### config.mk
export PLATFORM = sky130hd
export DESIGN_NAME = npcm_nearest
export DESIGN_NICKNAME = d
export VERILOG_FILES = /design/src/hdl/npcm_pkg.sv /design/src/hdl/npcm_nearest.sv
export SDC_FILE = /design/constraint.sdc
export NUM_CORES = 1
export LEC_CHECK = 0
export BUFFER_PORTS_ARGS = -buffer_cell sky130_fd_sc_hd__buf_2
export CAP_MARGIN = 30
export CORE_UTILIZATION = 25
export DETAILED_ROUTE_END_ITERATION = 8
export GPL_TIMING_DRIVEN = 1
export PLACE_DENSITY = 0.51
export SLEW_MARGIN = 20
export SYNTH_ARGS = -nofsm -noshare
export SYNTH_HDL_FRONTEND = slang
export SYNTH_SLANG_ARGS = --single-unit
### constraint.sdc
create_clock -name clock -period 11.1 [get_ports clock]
set_input_delay 1.11 -clock clock [delete_from_list [all_inputs] [get_ports clock]]
set_output_delay 1.11 -clock clock [all_outputs]
set_load 0.005 [all_outputs]
### src/hdl/npcm_pkg.sv
// Shared types and constants for the nearest palette color mapper.
// No dependencies; every other file refers to this package by scoped names.
package npcm_pkg;

   localparam int CHAN_W = 8;                 // one color channel, alpha, index field
   localparam int DIST_W = 18;                // 3 * 255^2 fits in 18 bits
   localparam logic [CHAN_W-1:0] ALPHA_THR_RESET = 8'd128;

   localparam logic OP_PIXEL = 1'b0;
   localparam logic OP_WRITE = 1'b1;

   typedef struct packed {
      logic [CHAN_W-1:0] red;
      logic [CHAN_W-1:0] green;
      logic [CHAN_W-1:0] blue;
   } rgb_type;

endpackage

### src/hdl/npcm_nearest.sv
// Distance and best-match tracker: one palette entry per cycle, squared RGB
// distance registered, then compared against the running best. Uses npcm_pkg.
module npcm_nearest #(
   parameter int IDX_W = 8
) (
   input  logic                 clock,
   input  logic                 reset,
   input  npcm_pkg::rgb_type    pixel,
   input  logic                 ent_vld,
   input  logic [IDX_W-1:0]     ent_idx,
   input  npcm_pkg::rgb_type    ent_rgb,
   output logic                 busy,
   output logic [IDX_W-1:0]     best_idx
);

   logic                          dist_vld_ff;
   logic [IDX_W-1:0]              dist_idx_ff;
   logic [npcm_pkg::DIST_W-1:0]   dist_ff;
   logic [npcm_pkg::DIST_W-1:0]   dist_in;
   logic [npcm_pkg::DIST_W-1:0]   best_dist_ff;
   logic [IDX_W-1:0]              best_idx_ff;
   logic                          take_new;

   function automatic logic [2*npcm_pkg::CHAN_W-1:0] sq_diff(
      input logic [npcm_pkg::CHAN_W-1:0] a,
      input logic [npcm_pkg::CHAN_W-1:0] b
   );
      logic [npcm_pkg::CHAN_W-1:0] d;
      d = (a > b) ? (a - b) : (b - a);
      return (2*npcm_pkg::CHAN_W)'(d) * (2*npcm_pkg::CHAN_W)'(d);
   endfunction

   always_comb begin
      dist_in = npcm_pkg::DIST_W'(sq_diff(pixel.red,   ent_rgb.red))
              + npcm_pkg::DIST_W'(sq_diff(pixel.green, ent_rgb.green))
              + npcm_pkg::DIST_W'(sq_diff(pixel.blue,  ent_rgb.blue));
   end

   always_ff @(posedge clock) begin
      if (reset) begin
         dist_vld_ff <= 1'b0;
      end else begin
         dist_vld_ff <= ent_vld;
      end
      dist_idx_ff <= ent_idx;
      dist_ff     <= dist_in;
   end

   // entry 1 opens the search; afterwards only a strictly smaller distance wins
   assign take_new = dist_vld_ff &&
                     ((dist_idx_ff == IDX_W'(1)) || (dist_ff < best_dist_ff));

   always_ff @(posedge clock) begin
      if (take_new) begin
         best_dist_ff <= dist_ff;
         best_idx_ff  <= dist_idx_ff;
      end
   end

   assign busy     = dist_vld_ff;
   assign best_idx = best_idx_ff;

endmodule

# Yosys cells after proc, flatten, opt, wreduce, memory -nomap -nowiden
# Cells that the tools add are included.
dict set report totals {
  regBits 53
  input_bits 59
  output_inout_bits 9
  wordCells 26
}
dict set report classes {
  n_addsub 8
  n_mul 3
  n_lt_le_gt_ge 4
  n_eq_ne 1
  muxes 3
  n_reduce_logical 2
}
# operator count
set op_table {}
lappend op_table {{multiplier 8 x 8 -> 16 bit} 3}
lappend op_table {{subtractor 8 bit} 6}
lappend op_table {{> comparator 8 bit} 3}
lappend op_table {{2-to-1 mux 8 bit} 3}
lappend op_table {{adder 17 x 16 -> 18 bit} 1}
lappend op_table {{< comparator 18 bit} 1}
lappend op_table {{adder 16 x 16 -> 17 bit} 1}
lappend op_table {{== test 8 x 1 -> 1 bit, second input constant} 1}
lappend op_table {{logical AND 1 bit} 1}
lappend op_table {{logical OR 1 bit} 1}

# Depth between registers and ports, before layout
dict set report logic_depth {
  word_depth 5
  ltp_mapped 33
  mapped_depth_nobuf 31
}

# Worst setup path after synthesis
# Ideal clock, no wire load.
dict set report synth_path {
  kind {input to register}
  start {in pixel[0] (netlist bit)}
  end {reg dist_ff[16] (netlist bit)}
  setup_time_ns 0.072
  arrival_ns 8.221
  required_ns 11.028
  setup_slack_ns 2.807
  cell_stages 28
  path_buffers 0
  cell_sequence {inv_1 -> ha_1 -> inv_1 -> fa_1 -> a21oi_2 -> o21ai_1 -> a21oi_2 -> a211oi_4 -> mux2i_1 -> xor2_1 -> or2_1 -> fa_1 -> fa_1 -> inv_1 -> fa_1 -> fa_1 -> fa_1 -> fa_1 -> inv_1 -> fa_1 -> inv_1 -> ha_1 -> a21o_1 -> a21o_1 -> a21oi_1 -> o21ai_0 -> a311oi_1 -> xnor2_1}
}
dict set report synth_between {
  elab_chain_len 4
  elab_cells_between_ends 6
  classes_between {3 x add/sub; 1 x mul; 1 x order compare; 1 x mux}
}
# element line_no
set synth_lines {}
lappend synth_lines {{start, declared} npcm_nearest.sv:8} ;# input npcm_pkg::rgb_type pixel,
lappend synth_lines {{subtractor 8 bit / > comparator 8 bit (equally long branches)} npcm_nearest.sv:29} ;# d = (a > b) ? (a - b) : (b - a);
lappend synth_lines {{2-to-1 mux 8 bit (*)} npcm_nearest.sv:29}
lappend synth_lines {{multiplier 8 x 8 -> 16 bit (*)} npcm_nearest.sv:30} ;# return (2*npcm_pkg::CHAN_W)'(d) * (2*npcm_pkg::CHAN_W)'(d);
lappend synth_lines {{adder 17 x 16 -> 18 bit (*)} npcm_nearest.sv:36} ;# + npcm_pkg::DIST_W'(sq_diff(pixel.blue, ent_rgb.blue));
lappend synth_lines {{named net dist_in (one bit)} npcm_nearest.sv:19} ;# logic [npcm_pkg::DIST_W-1:0] dist_in;
lappend synth_lines {{end signal, assigned} npcm_nearest.sv:46} ;# dist_ff <= dist_in;
lappend synth_lines {{end, declared} npcm_nearest.sv:18} ;# logic [npcm_pkg::DIST_W-1:0] dist_ff;
# Mark *: on every way through the listed nets, which the timed path passes. The rest lies on a longest branch.
# A chain may end at the register's enable or synchronous reset.

# Final worst setup path
dict set report layout_path {
  start {in pixel[16] (netlist bit)}
  end {reg dist_ff[16] (netlist bit)}
}
dict set report layout_between {
  elab_chain_len 5
  elab_cells_between_ends 7
  classes_between {4 x add/sub; 1 x mul; 1 x order compare; 1 x mux}
}
# element line_no
set layout_lines {}
lappend layout_lines {{subtractor 8 bit / > comparator 8 bit (equally long branches)} npcm_nearest.sv:29}
lappend layout_lines {{2-to-1 mux 8 bit (*)} npcm_nearest.sv:29}
lappend layout_lines {{multiplier 8 x 8 -> 16 bit (*)} npcm_nearest.sv:30}
lappend layout_lines {{adder 16 x 16 -> 17 bit (*)} npcm_nearest.sv:35} ;# + npcm_pkg::DIST_W'(sq_diff(pixel.green, ent_rgb.green))
lappend layout_lines {{adder 17 x 16 -> 18 bit (*)} npcm_nearest.sv:36}
lappend layout_lines {{named net dist_in (one bit)} npcm_nearest.sv:19}
# Marked as above.

==> impl_metrics.py <==
metrics = {
    "critical_path": {
        "cpPeakStageDelay_ns": 0.69,
        "cpMostUsedCell": "fa_1",
        "worstRegToRegCells": 8,
        "worst-path-buf-inv": 7,
        "crit_cells": 30,
        "start_kind": "primary input",
        "required_ns": 11.33,
        "cp_max_fo": 11,
        "slowest_stage": "xor2_1",
        "worst_setup_path_end_kind": "register",
        "path_delay_family": "adder cells",
        "crit_arrival_ns": 9.09,
        "crit_type": "primary input to register",
    },
    "sta": {
        "slew_viol_final": 0,
        "finClkSkew_ns": 0.004790,
        "hold_viol": 0,
        "tightest_slew_ns": 0.8598,
        "setup_viol": 0,
        "fin_crit_ns": 8.866,
        "final.setup.tns_ns": 0,
        "whs_ns": 0.4201,
        "rsz0062_at_grt": "no",
        "maxSlewHeadroom_pct": 42.27,
        "max_freq_ghz": 0.1128,
        "fin_crit_sh_pct": 79.88,
    },
    "grt": {
        "antenna_found_initial": 0,
        "first_global_vias": 6651,
        "grt_max_degree": 18,
        "grt_pass1_wl_mm": 32.19,
        "gr-usage-all-layers_pct": 10.74,
        "overflow": 0,
    },
    "synthesis": {
        "syn_avg_cell_area_um2": 9.406,
        "synth-edff-count": 26,
        "yosys_warnings": 0,
        "synth_nets": 1304,
        "syn_inst": 968,
        "ys.flop_type": "dfxtp_1",
        "async_reset_ff_share_pct": 0,
        "synth_area_um2": 9105,
        "ys_ff_latch": 53,
        "synth_cell_type_count": 60,
        "seq_area_frac_synth_pct": 14.51,
    },
    "die": {
        "io-pin-count": 68,
        "core-area_um2": 35740,
        "die_w_um": 192.8,
        "die_h_um": 192.8,
        "dieArea_um2": 37190,
        "initial_core_util_pct": 25.47,
        "placement_rows": 69,
    },
    "status": {
        "violations": "design-rule violations",
        "outcome": "finished, violations left",
    },
    "clocking": {
        "post_cts_buffers": 0,
        "clkSlewWorstSetupHoldPaths_ns": 0.07,
        "insertion_delay_ns": 0.29,
        "cts-resized-gates": 0,
        "cts_root_buf": "clkbuf_16",
        "tritoncts": "done",
        "holdBufCountCts": 0,
        "cts_buffers": 5,
        "cts.path.max_buffers": 2,
        "htreeDepth": 2,
        "cts.sinks": 53,
    },
    "cells_and_area": {
        "final_common_cell": "inv_1",
        "drive_gt1_share_pct": 9.584,
        "syn_to_final_growth_pct": 11.52,
        "antenna_cells": 0,
        "final_cell_mix": "inv_1, ha_1, fa_1",
        "fin_nets": 1368,
        "fillers": 3839,
    },
    "detailed_routing": {
        "ant_nets": 0,
        "dr.pass1.iters": 6,
        "vias_per_cell": 4.135,
        "drt-initial-drc-count": 264,
        "vias": 6177,
        "drc_errors": 12,
        "wl_per_cell_um": 12.32,
        "routed_wl_mm": 18.41,
    },
    "placed_design": {
        "hpwlAfterDp_mm": 16.57,
        "io_buffers": 67,
        "routabilityCongestion": 0.8422,
    },
    "run": {
        "max_cap_viol_count": 0,
    },
    "worst_hold_path": {
        "whs_path_depth": 0,
        "holdCritPathClass": "register to register",
    },
}
-- state kept, by name, summed over array words and instances, names as in the netlist --
| register | cells |
|---|---|
| busy | 1 |
| dist_ff | 18 |
| best_idx | 8 |
| dist_idx_ff | 8 |
| best_dist_ff | 18 |
-- synth_stat cells, types with 3 or more instances --
library cell	n	area, um2
a211oi_1	5	37.54
a21o_1	19	142.6
a21oi_1	42	210.2
a221oi_1	3	26.28
a31oi_1	5	31.28
and2_1	3	18.77
and3_1	4	25.02
buf_2	8	40.04
clkbuf_1	5	18.77
dfxtp_1	27	540.5
edfxtp_1	26	780.8
fa_1	138	2763
ha_1	139	1739
inv_1	271	1017
inv_2	4	15.01
mux2i_1	19	190.2
nand2_1	27	101.4
nand2b_1	17	106.4
nand3_1	4	20.02
nand4_1	6	37.54
nor2_1	76	285.3
nor2b_1	10	62.56
o21a_1	3	22.52
o21ai_0	18	90.09
o21bai_1	7	52.55
or2_1	4	25.02
or2_2	3	18.77
xnor2_1	19	166.4
xnor2_2	3	48.80
xor2_1	15	131.4
-- metrics by stage --
step | std cells | cell area [um2] | setup slack [ns] | util (%)
2_1_floorplan | 968 | 9105 | 2.807 | -
3_3_place_gp | 1483 | 9955 | 1.902 | 27.85
3_5_place_dp | 1485 | 9977 | 1.801 | 27.91
4_1_cts | 1493 | 10150 | 2.098 | 28.39
5_1_grt | 1494 | 10150 | 1.636 | 28.41
6_report | 1494 | 10150 | 2.234 | 28.41
-- layout make-up --
type / count / area (um2) / share of cell area, %
Multi-Input combinational cell: 624 / 6666 / 65.66
Tap cell: 461 / 576.8 / 5.681
Inverter: 275 / 1032 / 10.17
Clock buffer: 5 / 125.1 / 1.232
Sequential cell: 53 / 1321 / 13.01
Timing Repair Buffer: 73 / 387.9 / 3.820
Clock inverter: 3 / 43.79 / 0.4313
-- path summary, 6_finish.rpt --
check	start	to	slack, ns
min reg2reg	dist_idx_ff[6]	best_idx[6]	0.42
max reg2reg	best_dist_ff[7]	best_dist_ff[4]	8.50
min	dist_idx_ff[6]	best_idx[6]	0.42
max	pixel[16]	dist_ff[16]	2.23
-- per-layer routing --
metal	vias to the layer above	routed length, um	GRT usage [%]
li1	3117	-	-
met1	2960	8858	14.36
met2	92	8967	19.11
met3	8	491	0.8365
met4	0	91	1.484
met5	-	0	0
-- logic make-up after synthesis --
kind of cell,after synthesis,synth area share (%)
xor gates and xnor gates,38,3.985
buffers and inverters,291,12.27
and+or+nand+nor,164,8.548
AOI/OAI and AO/OA,126,9.152
DFF,53,14.51
muxes,19,2.089
adders and majority gates,277,49.44
Power is not shown: default switching activity piles up to over one toggle a cycle in this logic, so the estimate is an artifact.
